==> src/sv/tmc_div.sv <==
// Restoring divider, one quotient bit per cycle, signed dividend by unsigned divisor.
// The quotient is truncated toward zero. No package dependencies.
module tmc_div #(
    parameter int NW  = 31,
    parameter int DVW = 7
) (
    input  logic                 clk,
    input  logic                 rst_n,
    input  logic                 start,
    input  logic signed [NW-1:0] dividend,
    input  logic [DVW-1:0]       divisor,
    output logic                 done,
    output logic signed [NW-1:0] quotient
);

    localparam int CNW = $clog2(NW + 1);

    logic           busy_reg;
    logic           done_reg;
    logic [CNW-1:0] cnt_reg;
    logic           neg_reg;
    logic [DVW-1:0] den_reg;
    logic [DVW-1:0] rem_reg;
    logic [NW-1:0]  quo_reg;
    logic [DVW:0]   trial;
    logic           fits;

    assign trial = {rem_reg, quo_reg[NW-1]};
    assign fits  = trial >= {1'b0, den_reg};

    always_ff @(posedge clk or negedge rst_n)
    begin
        if (!rst_n)
        begin
            busy_reg <= 1'b0;
            done_reg <= 1'b0;
            cnt_reg  <= '0;
        end
        else
        begin
            done_reg <= 1'b0;
            if (start)
            begin
                busy_reg <= 1'b1;
                cnt_reg  <= CNW'(NW);
            end
            else if (busy_reg)
            begin
                cnt_reg <= cnt_reg - CNW'(1);
                if (cnt_reg == CNW'(1))
                begin
                    busy_reg <= 1'b0;
                    done_reg <= 1'b1;
                end
            end
        end
    end

    always_ff @(posedge clk)
    begin
        if (start)
        begin
            neg_reg <= dividend[NW-1];
            quo_reg <= dividend[NW-1] ? NW'(-dividend) : NW'(dividend);
            rem_reg <= '0;
            den_reg <= divisor;
        end
        else if (busy_reg)
        begin
            rem_reg <= fits ? DVW'(trial - {1'b0, den_reg}) : DVW'(trial);
            quo_reg <= {quo_reg[NW-2:0], fits};
        end
    end

    assign done     = done_reg;
    assign quotient = neg_reg ? -$signed(quo_reg) : $signed(quo_reg);

endmodule

==> config.mk <==
export PLATFORM = sky130hd
export DESIGN_NAME = tmc_div
export DESIGN_NICKNAME = d
export VERILOG_FILES = /design/src/sv/tmc_div.sv
export SDC_FILE = /design/constraint.sdc
export NUM_CORES = 1
export LEC_CHECK = 0
export BUFFER_PORTS_ARGS = -buffer_cell sky130_fd_sc_hd__buf_2
export CELL_PAD_IN_SITES_DETAIL_PLACEMENT = 0
export CELL_PAD_IN_SITES_GLOBAL_PLACEMENT = 1
export CORE_MARGIN = 5
export CORE_UTILIZATION = 38
export DETAILED_ROUTE_END_ITERATION = 10
export PLACE_DENSITY_LB_ADDON = 0.1
export SYNTH_ARGS = -nofsm -noshare
export SYNTH_HDL_FRONTEND = slang
export SYNTH_SLANG_ARGS = --single-unit
==> constraint.sdc <==
create_clock -name clk -period 2.3 [get_ports clk]
set_clock_uncertainty 0.05 [all_clocks]
set_input_delay 0.115 -clock clk [delete_from_list [all_inputs] [get_ports clk]]
set_output_delay 0.115 -clock clk [all_outputs]
set_load 0.005 [all_outputs]
---- Yosys cells after proc, flatten, opt, wreduce, memory -nomap -nowiden ----
Index checks and enable logic that the tools add are counted.
W data, S select, Z words.
cells by class
  eq/ne operators ......................... 1
  multiplexer cells ....................... 13
  $lt $le $gt $ge ......................... 1
  $add $sub $neg .......................... 4
  reductions and logical operators ........ 1
operators by type and width
  cell                   number
  $mux W31               4
  $neg A31 Y31           2
  $mux W5                2
  $ge A8 B7 Y1           1
  $mux W7                1
  $sub A7 B7 Y7          1
  $mux W1                6
  $eq A5 B1 Y1 const B   1
  $sub A5 B1 Y5 const B  1
  $reduce_bool A2 Y1     1
storage, ports and cells
  logic and storage cells ................. 27
  register bits ........................... 53
  input port bits ......................... 41
  output and inout port bits .............. 32

---- Logic depth before layout (Yosys ltp) ----
Gate-level depths: netlist of the first run.
  depth after elaboration ................. 4
  mapped depth ............................ 9
  mapped depth without buffers ............ 8

---- Worst setup path after synthesis of the first run ----
Ideal clock, no wire load.
  kind .................................... flip-flop to flip-flop
  start point ............................. register quo_reg[30]
  end point ............................... register rem_reg[0]
  clock period less this slack ............ 2.201 ns
  cell stages (with the launch flop) ...... 10
  arrival ................................. 2.029 ns
  library setup time ...................... 0.122 ns
  buffers on the path ..................... 1
  setup slack ............................. 0.099 ns
  required time ........................... 2.128 ns
  cell sequence ........................... edfxtp_1 > inv_1 > ha_1 > fa_1 > nand2b_1 > a21oi_1 > o31a_1 > or2_2 > clkbuf_1 > a221o_1
on the way
  cells in the longest elaborated chain, start to end .. 2
  elaborated cells between the ends (all ways) .. 3
  those cells by class .................... add/sub (1); order compare (1); mux (1)
RTL lines
  item                                                  RTL line  RTL
  from (decl)                                           24        logic [NW-1:0] quo_reg;
  from (signal assigned)                                64        quo_reg <= dividend[NW-1] ? NW'(-dividend) : NW'(dividend);
  from (signal assigned)                                71        quo_reg <= {quo_reg[NW-2:0], fits};
  $sub A7 B7 Y7 / $ge A8 B7 Y1 (equally long branches)  70, 29
  $mux W7 (*)                                           70        rem_reg <= fits ? DVW'(trial - {1'b0, den_reg}) : DVW'(trial);
  to (signal assigned)                                  70
  to (decl)                                             23        logic [DVW-1:0] rem_reg;
Mark *: on every way between the ends. The rest lies on a longest branch, timed or not.
A chain may end at the register's enable or synchronous reset.

---- Final worst setup path of the first run ----
  start point ............................. register quo_reg[10]
  end point ............................... output port quotient[30]
on the way
  cells in the longest elaborated chain, start to end .. 2
RTL lines
  item          RTL line  RTL
  $neg A31 Y31  76        assign quotient = neg_reg ? -$signed(quo_reg) : $signed(quo_reg);
  $mux W31      76
  to (decl)     13        output logic signed [NW-1:0] quotient
Every way passes these cells.

==> run_results.csv, run 1 <==
group,metric,value,unit
cts,clkSlewWorstSetupHoldPaths,0.10,ns
worst_setup_path,crit_chain,"or3_4 -> nor3_4 -> buf_6 -> nand4b_1 -> buf_4 -> o31ai_4 -> xnor2_1 -> buf_2",
grt,grt_pass1_vias,3348,
cells_and_area,largest_reg_flops,31,
power_and_ir_drop,clock_power_share,0.211,
cts,clock_latency,0.32,ns
worst_setup_path,reg2reg_from,"quo_reg[30]",
status,status,"finished with violations",
cells_and_area,antenna_cells,0,
die,rows,36,
place,dp.cells,630,
detailed_routing,via_per_inst,5.17,
cts,h-tree-depth,2,
timing,fmax,400,MHz
timing,slew_violations,0,
power_and_ir_drop,seqPwrFrac,0.387,
synthesis,syn_inst,413,
synthesis,syn-cell-area,3810,um^2
cells_and_area,multi_input_area,2420,um^2
status,violations,"negative setup slack",
cells_and_area,fin_util,0.522,
timing,fin_ws,-0.198,ns
synthesis,async_flop_share,0.132,
die,die_height,110,um
die,io_pins,73,
power_and_ir_drop,switching_share,0.343,
power_and_ir_drop,intPower,2.28,mW
detailed_routing,ant_nets,0,
grt,grt_max_degree,40,
die,fp.dieArea,12100,um^2
worst_setup_path,cp.required,2.13,ns
cts,clock_sinks,53,
synthesis,syn-num-nets,466,
place,post-dp-hpwl,7370,um
cells_and_area,fill_cells,943,
worst_setup_path,path_class,"reg2out",
power_and_ir_drop,vdd_drop_max,256,uV
worst_setup_path,worst_path_largest_cell_delay,0.43,ns
cts,numCtsBuffers,5,
cells_and_area,fin_nets,580,
place,gp_congestion,0.829,
synthesis,syn_area_per_cell,9.22,um^2
worst_setup_path,r2r_end,"rem_reg[0]",
grt,grt.overflow.total,0,
die,initial_utilization,0.389,
cts,clock_path_buffers,2,
worst_setup_path,critPathSlowestCell,"or3_4",
worst_setup_path,rrSetupSlack,0.18,ns
hold_path,worstHoldPathType,"in2async",
power_and_ir_drop,p_switching,1.19,mW
worst_setup_path,start_kind,"flip-flop",
cts,root_buffer,"clkbuf_8",
timing,setup_viol,14,
cells_and_area,regArea,1490,um^2
power_and_ir_drop,power.density,681,nW/um^2
worst_setup_path,arrival,2.33,ns
power_and_ir_drop,leakage,2.07,nW
detailed_routing,drt_pass1_iterations,4,
timing,tightest_slew,0.622,ns
synthesis,ys_types,51,
synthesis,synth_edf_count,39,
power_and_ir_drop,combPwrFrac,0.402,
place,portBuffers,72,
detailed_routing,avgRoutedWirePerCell,15.2,um
worst_setup_path,r2r_cells,8,
synthesis,ys_warn_count,0,
detailed_routing,vias,3417,
synthesis,ys_ff_latch,53,
timing,rsz0062_at_grt,"true",
cells_and_area,drive_gt1_frac,0.333,
grt,grt_pass1_wl,16300,um
detailed_routing,drt-initial-drc-count,156,
synthesis,synth_ff_type,"edfxtp_1",
timing,finalHoldViolCount,0,
grt,antenna_found_initial,0,
timing,period_share,1.09,
die,core_area,9770,um^2
timing,fin_crit,2.50,ns
worst_setup_path,cp-end-kind,"output port",
run,drv_cap,0,
cts,cts_tree,"built",
detailed_routing,finalWirelength,10000,um
grt,grt_usage,0.170,
timing,relSlewSlack,0.585,
detailed_routing,drc,0,
cells_and_area,syn2layout_area_growth,34.0,%
power_and_ir_drop,total_power,3.47,mW
cells_and_area,instances_no_fill,661,
die,die_w,110,um
worst_setup_path,path_max_fanout,4,
timing,whs,0.0937,ns
synthesis,yosysSeqAreaShare,0.391,
worst max-delay path: cells and delay by family (launching register included):
kind                      cells  cell delay [ns]
buffers and inverters         3             0.49
xor gates and xnor gates      1             0.17
and+or+nand+nor               3             0.78
DFF                           1             0.41
AOI/OAI and AO/OA             1             0.17
layout make-up:
| type | count | area share |
|---|---|---|
| Clock inverter | 2 | 0.00687 |
| Inverter | 20 | 0.0147 |
| Tap cell | 133 | 0.0326 |
| Sequential cell | 53 | 0.292 |
| Multi-Input combinational cell | 319 | 0.475 |
| Clock buffer | 6 | 0.0184 |
| Timing Repair Buffer | 128 | 0.161 |
Yosys cell counts, types with 2 or more instances:
master / instances / area share
a21o_1: 2 / 0.0039
a21oi_1: 34 / 0.045
a221o_1: 2 / 0.0053
buf_2: 2 / 0.0026
clkbuf_1: 17 / 0.017
dfrtp_1: 7 / 0.046
dfxtp_1: 7 / 0.037
edfxtp_1: 39 / 0.31
ha_1: 11 / 0.036
inv_1: 20 / 0.020
mux2i_1: 2 / 0.0053
nand2_1: 28 / 0.028
nand2b_1: 13 / 0.021
nand3_1: 4 / 0.0053
nand4_1: 3 / 0.0049
nand4b_1: 2 / 0.0046
nor2_1: 42 / 0.041
nor2b_1: 3 / 0.0049
nor3_1: 11 / 0.014
nor4_1: 4 / 0.0066
nor4b_1: 2 / 0.0046
o211ai_1: 5 / 0.0099
o21ai_0: 26 / 0.034
o31ai_1: 16 / 0.032
o41ai_1: 9 / 0.021
o41ai_2: 4 / 0.017
or2_2: 5 / 0.0082
or3_1: 9 / 0.015
xnor2_1: 34 / 0.078
xor2_1: 29 / 0.067
repair_timing:
action,in CTS,in global routing
endpoints found under the setup margin,22,28
gates resized for setup,39,20
hold buffers,8,0
cloned,0,0
hold endpoints to repair,14,0
setup buffers,2,13
pin swaps,13,17
metal layers:
layer  global-route usage  up-vias  routed length [um]
met3               0.0361       11                 419
li1                     -     1725                   -
met4               0.0419        0                 123
met5                    0        -                   0
met2                0.296       57                5060
met1                0.213     1624                4430
power groups by stage:
stage	combinational (mW)	clock [mW]	sequential, mW
6_report	1.40	0.733	1.34
5_1_grt	1.57	0.774	1.36
4_1_cts	1.31	0.751	1.34
3_5_place_dp	1.25	0	1.36
3_3_place_gp	1.24	0	1.36
2_1_floorplan	0.795	0	1.33
cells by family (layout without fill, tap and decap cells):
kind of cell / after synthesis / count (layout) / share of synthesized area
mux: 3 / 3 / 0.00920
buf+inv: 41 / 156 / 0.0440
xor+xnor: 63 / 63 / 0.145
flops: 53 / 53 / 0.391
simple gates: 135 / 135 / 0.181
compound gates: 106 / 106 / 0.188
fa+ha+maj: 12 / 12 / 0.0414
cells in the final DEF (no fill, tap or decap), types with 6 or more instances in the layout:
master	synthesis	layout
a21oi_1	34	34
buf_2	2	72
buf_4	1	44
dfrtp_1	7	7
dfxtp_1	7	7
dlygate4sd3_1	0	8
edfxtp_1	39	39
ha_1	11	11
inv_1	20	20
nand2_1	28	27
nand2b_1	13	12
nor2_1	42	42
nor3_1	11	8
o21ai_0	26	17
o21ai_1	1	6
o31ai_1	16	8
o31ai_4	0	6
o41ai_1	9	6
or3_1	9	6
xnor2_1	34	30
xor2_1	29	29
how the worst max path moves through the flow:
stage	from	end	slack [ns]	cells after the start
4_1_cts	quo_reg[5]	quotient[28]	-0.24	7
5_1_grt	quo_reg[4]	quotient[28]	-0.35	7
2_1_floorplan	quo_reg[30]	rem_reg[0]	0.1	9
3_5_place_dp	quo_reg[5]	quotient[25]	-0.009	8
3_3_place_gp	quo_reg[10]	quotient[28]	-0.03	7
6_report	quo_reg[10]	quotient[30]	-0.20	8
stage by stage:
step | TNS, ns | setup WS [ns] | instance area [um^2]
finish | -1.26 | -0.198 | 5100
global route | -3.26 | -0.347 | 5100
CTS | -2.62 | -0.241 | 4900
detailed placement | -0.0179 | -0.00933 | 4490
global placement | -0.0682 | -0.0322 | 4490
floorplan | 0 | 0.0991 | 3810
Power figures use the tool's default switching activity.
==> inputs of run 2 (changes only) <==
--- a/config.mk
+++ b/config.mk
@@ -9,7 +9,7 @@
 export CELL_PAD_IN_SITES_DETAIL_PLACEMENT = 0
 export CELL_PAD_IN_SITES_GLOBAL_PLACEMENT = 1
 export CORE_MARGIN = 5
-export CORE_UTILIZATION = 38
+export CORE_UTILIZATION = 43
 export DETAILED_ROUTE_END_ITERATION = 10
 export PLACE_DENSITY_LB_ADDON = 0.1
 export SYNTH_ARGS = -nofsm -noshare
==> constraint.sdc (replaced) <==
create_clock -name clk -period 2.8 [get_ports clk]
set_clock_uncertainty 0.05 [all_clocks]
set_input_delay 0.14 -clock clk [delete_from_list [all_inputs] [get_ports clk]]
set_output_delay 0.14 -clock clk [all_outputs]
set_load 0.005 [all_outputs]
==> run_results.csv, run 2 (synthesis results as in run 1) <==
group,metric,value,unit
die,io_pins,73,
power_and_ir_drop,switching_share,0.345,
timing,finalHoldViolCount,0,
timing,tightest_slew,0.715,ns
detailed_routing,drt_pass1_iterations,4,
worst_setup_path,path_max_fanout,9,
detailed_routing,via_per_inst,5.44,
cells_and_area,mostFrequentLayoutCell,"buf_2",
worst_setup_path,crit_start,"quo_reg[5]",
cells_and_area,final_cell_mix,"buf_2, nor2_1, edfxtp_1",
cts,root_buffer,"clkbuf_8",
power_and_ir_drop,power.density,572,nW/um^2
cts,clock_path_buffers,2,
timing,rsz0062_at_grt,"true",
detailed_routing,avgRoutedWirePerCell,15.2,um
die,core_area,8680,um^2
cts,numCtsBuffers,5,
cts,postCtsSetupBuffers,0,
cells_and_area,fin_util,0.516,
cells_and_area,drive_gt1_frac,0.220,
cells_and_area,instances_no_fill,595,
timing,relSlewSlack,0.523,
grt,grt_usage,0.171,
place,portBuffers,72,
timing,fin_crit,2.59,ns
cts,clock_sinks,53,
run,drv_cap,0,
timing,setup_viol,0,
power_and_ir_drop,p_switching,884,uW
grt,antenna_found_initial,0,
power_and_ir_drop,combPwrFrac,0.360,
place,dp.cells,579,
worst_setup_path,critPathSlowestCell,"edfxtp_1",
power_and_ir_drop,total_power,2.56,mW
die,die_height,104,um
power_and_ir_drop,clock_power_share,0.203,
worst_setup_path,rrSetupSlack,0.43,ns
place,post-dp-hpwl,6810,um
cells_and_area,syn2layout_area_growth,17.7,%
cts,clkSlewWorstSetupHoldPaths,0.09,ns
worst_setup_path,cp.depth,7,
cells_and_area,fin_nets,539,
cells_and_area,largest_reg_flops,31,
cells_and_area,fill_cells,857,
worst_setup_path,r2r_cells,8,
detailed_routing,finalWirelength,9060,um
status,status,"finished, final reports clean",
cells_and_area,stdcell_area,4480,um^2
place,dpl-instance-area,4260,um^2
worst_setup_path,r2r_end,"rem_reg[2]",
die,initial_utilization,0.439,
timing,slew_violations,0,
grt,grt_max_degree,74,
die,rows,34,
cts,cts_tree,"built",
detailed_routing,drc,0,
worst_setup_path,crit_end,"quotient[25]",
power_and_ir_drop,seqPwrFrac,0.437,
grt,grt.overflow.total,0,
die,fp.dieArea,10800,um^2
worst_setup_path,worst_path_largest_cell_delay,0.45,ns
timing,fmax,387,MHz
worst_setup_path,arrival,2.40,ns
cells_and_area,antenna_cells,0,
worst_setup_path,cp-end-kind,"output port",
power_and_ir_drop,intPower,1.68,mW
power_and_ir_drop,vdd_drop_max,219,uV
worst_setup_path,crit_chain,"or3_1 -> nor3_1 -> buf_4 -> nand3_2 -> o31ai_1 -> xnor2_1 -> buf_2",
detailed_routing,drt-initial-drc-count,141,
detailed_routing,ant_nets,0,
hold_path,worstHoldPathType,"in2reg",
place,gp_congestion,0.770,
worst_setup_path,cp.required,2.61,ns
power_and_ir_drop,leakage,1.75,nW
cts,h-tree-depth,2,
worst_setup_path,cp_top_family,"simple AND/OR/NAND/NOR gates",
worst_setup_path,path_buf_inv,2,
worst_setup_path,reg2reg_from,"quo_reg[30]",
timing,period_share,0.924,
worst_setup_path,path_class,"reg2out",
cts,clock_latency,0.31,ns
worst_setup_path,start_kind,"flip-flop",
grt,grt_pass1_vias,3280,
grt,grt_pass1_wl,15600,um
detailed_routing,vias,3239,
die,die_w,104,um
timing,fin_setup_tns,0,ns
run 2: changes by cell type in the layout (fill, tap and decap cells not counted), moves of 2 or more:
cell	change
xnor2_1	+4
o31ai_4	-6
o21ai_0	+8
o31ai_1	+8
or3_4	-3
buf_6	-3
o41ai_4	-2
o21ai_2	-4
xnor2_2	-4
or3_1	+3
o31ai_2	-2
nor3_4	-2
o21ai_1	-4
buf_4	-37
run 2: power by group through the flow:
| stage | combinational (mW) | sequential (mW) | clock (mW) |
|---|---|---|---|
| 6_report | 0.923 | 1.12 | 0.520 |
| 3_3_place_gp | 0.913 | 1.13 | 0 |
| 2_1_floorplan | 0.653 | 1.09 | 0 |
| 3_5_place_dp | 0.912 | 1.13 | 0 |
| 4_1_cts | 0.930 | 1.12 | 0.536 |
| 5_1_grt | 1.05 | 1.14 | 0.561 |
run 2: final cells by class:
| class | count | area, um^2 | share of cell area |
|---|---|---|---|
| multi-input cells | 319 | 2180 | 0.487 |
| repair buffers | 87 | 493 | 0.110 |
| inverters | 20 | 75.1 | 0.0168 |
| flip-flops and latches | 53 | 1490 | 0.332 |
| clock buffers | 6 | 72.6 | 0.0162 |
| well taps | 108 | 135 | 0.0302 |
| clock inverters | 2 | 33.8 | 0.00754 |
run 2: how the worst min path moves through the flow:
stage	startpoint	to	slack, ns	depth (start not counted)
after floorplan	rst_n	busy_reg	-0.21	0
after global placement	rst_n	cnt_reg[2]	-0.06	1
after detailed placement	rst_n	cnt_reg[1]	-0.06	1
after CTS	start	busy_reg	0.05	2
after global routing	start	busy_reg	0.05	2
final	start	busy_reg	0.06	2
run 2: per-layer routing:
layer  wire length, um  global-route usage
met2              4260               0.276
met4                70              0.0287
met5                 0                   0
met3               407              0.0391
met1              4320               0.237
run 2: metrics by stage:
step                      hold slack [ns]  setup WS (ns)
after floorplan                    -0.206          0.599
after CTS                          0.0453         0.0316
after global routing               0.0546        -0.0205
final                              0.0561          0.214
after global placement            -0.0650          0.342
after detailed placement          -0.0579          0.198
run 2: timing repair:
item	CTS	global route
endpoints found under the hold margin	14	0
endpoints found under the setup margin	3	12
pin swaps	0	0
gates resized for setup	2	4
hold buffers	8	0
==> inputs of run 3 (changes only) <==
==> constraint.sdc (replaced) <==
create_clock -name clk -period 2.8 [get_ports clk]
set_clock_uncertainty 0.05 [all_clocks]
set_input_delay 0.28 -clock clk [delete_from_list [all_inputs] [get_ports clk]]
set_output_delay 0.28 -clock clk [all_outputs]
set_load 0.005 [all_outputs]
==> run_results.csv, run 3 (synthesis results as in run 1) <==
group,metric,value,unit
power_and_ir_drop,power.density,570,nW/um^2
run,drv_cap,0,
detailed_routing,drt-initial-drc-count,71,
grt,grt_usage,0.166,
die,die_height,104,um
cts,root_buffer,"clkbuf_8",
cts,numCtsBuffers,5,
detailed_routing,via_per_inst,5.34,
worst_setup_path,start_kind,"flip-flop",
die,fp.dieArea,10800,um^2
place,portBuffers,72,
timing,tightest_slew,0.659,ns
cells_and_area,mostFrequentLayoutCell,"buf_2",
cts,h-tree-depth,2,
die,die_w,104,um
hold_path,worstHoldPathType,"in2reg",
die,rows,34,
cts,clkSlewWorstSetupHoldPaths,0.10,ns
worst_setup_path,reg2reg_from,"quo_reg[30]",
die,io_pins,73,
cells_and_area,fill_cells,846,
place,gp_congestion,0.773,
worst_setup_path,cp.required,2.47,ns
worst_setup_path,path_class,"reg2out",
detailed_routing,ant_nets,0,
cells_and_area,fin_util,0.524,
cells_and_area,antenna_cells,0,
cells_and_area,drive_gt1_frac,0.257,
grt,grt.overflow.total,0,
timing,rsz0062_at_grt,"true",
detailed_routing,vias,3214,
grt,grt_pass1_wl,15100,um
cells_and_area,regArea,1490,um^2
die,core_area,8680,um^2
cells_and_area,fin_nets,546,
worst_setup_path,path_max_fanout,4,
detailed_routing,drc,0,
detailed_routing,finalWirelength,9180,um
timing,setup_viol,0,
power_and_ir_drop,leakage,1.80,nW
place,post-dp-hpwl,6980,um
worst_setup_path,arrival,2.40,ns
grt,grt_max_degree,40,
timing,fin_crit,2.73,ns
cells_and_area,final_cell_mix,"buf_2, nor2_1, edfxtp_1",
cells_and_area,largest_reg_flops,31,
status,status,"finished, final reports clean",
die,initial_utilization,0.439,
cts,cts_tree,"built",
timing,relSlewSlack,0.560,
timing,finalHoldViolCount,0,
timing,period_share,0.975,
timing,fin_setup_tns,0,ns
timing,slew_violations,0,
detailed_routing,drt_pass1_iterations,4,
cells_and_area,multi_input_area,2210,um^2
timing,fmax,366,MHz
cts,clock_path_buffers,2,
grt,antenna_found_initial,0,
cts,clock_latency,0.30,ns
hold_path,hp-start,"divisor[0]",
cts,clock_sinks,53,
place,preCtsSetupSlack,0.263,ns
worst_setup_path,cp-end-kind,"output port",
power_and_ir_drop,vdd_drop_max,258,uV
worst_setup_path,crit_start,"quo_reg[8]",
cells_and_area,syn2layout_area_growth,19.6,%
timing,fin_ws,0.0692,ns
grt,grt_pass1_vias,3091,
detailed_routing,avgRoutedWirePerCell,15.2,um
## run 3: changes by cell type in the layout (fill, tap and decap cells not counted), sizes merged
cell,previous run,this run
buf,79,93
dlygate4sd3,8,1
## run 3: cell type report
cell class	instances	area share
inverter	20	0.0165
clock buffer	6	0.0159
multi-input combinational	319	0.486
sequential	53	0.327
clock inverter	2	0.00852
tap	108	0.0297
timing repair buffer	94	0.117
## run 3: critical path: stages, from the launching register on
cell and delay (ns):
edfxtp_1 0.45, or3_4 0.38, nor3_4 0.21, buf_6 0.13, nand4b_1 0.24, o41ai_2 0.39
xnor2_1 0.17, buf_2 0.14
## run 3: power breakdown
| group | switching (mW) | internal (mW) |
|---|---|---|
| registers | 0.131 | 0.986 |
| clock network | 0.253 | 0.269 |
| logic | 0.513 | 0.443 |
| total | 0.897 | 1.70 |
## run 3: what timing repair did
action	in CTS	in global routing
setup endpoints to repair	4	13
gates cloned	0	0
hold buffers	1	0
buffers inserted	0	11
resized for setup	0	13
endpoints found under the hold margin	7	0
pin swaps	0	6
## run 3: path summary, 6_finish.rpt
kind                                     end  slack (ns)  depth (start not counted)
max in group asynchronous         cnt_reg[0]        2.26                          2
worst min register to register    rem_reg[6]        0.42                          1
worst max-delay path            quotient[28]        0.07                          7
worst min-delay path              den_reg[0]         0.1                          1
min in group asynchronous         cnt_reg[3]        0.28                          2
worst max register to register    rem_reg[1]        0.46                          8
## run 3: stage by stage
stage / instances / hold slack, ns / instance area, um^2 / power [mW]
floorplan: 413 / -0.0656 / 3810 / 1.74
global placement: 582 / 0.0751 / 4280 / 2.04
detailed placement: 582 / 0.0772 / 4280 / 2.06
CTS: 591 / 0.0863 / 4410 / 2.59
global route: 602 / 0.0752 / 4550 / 2.79
finish: 602 / 0.0951 / 4550 / 2.59
## run 3: per-layer routing
metal / GRT usage / vias to the layer above / wire length, um
li1: - / 1652 / -
met1: 0.234 / 1492 / 4390
met2: 0.268 / 68 / 4300
met3: 0.0317 / 2 / 456
met4: 0.0268 / 0 / 33
met5: 0 / - / 0
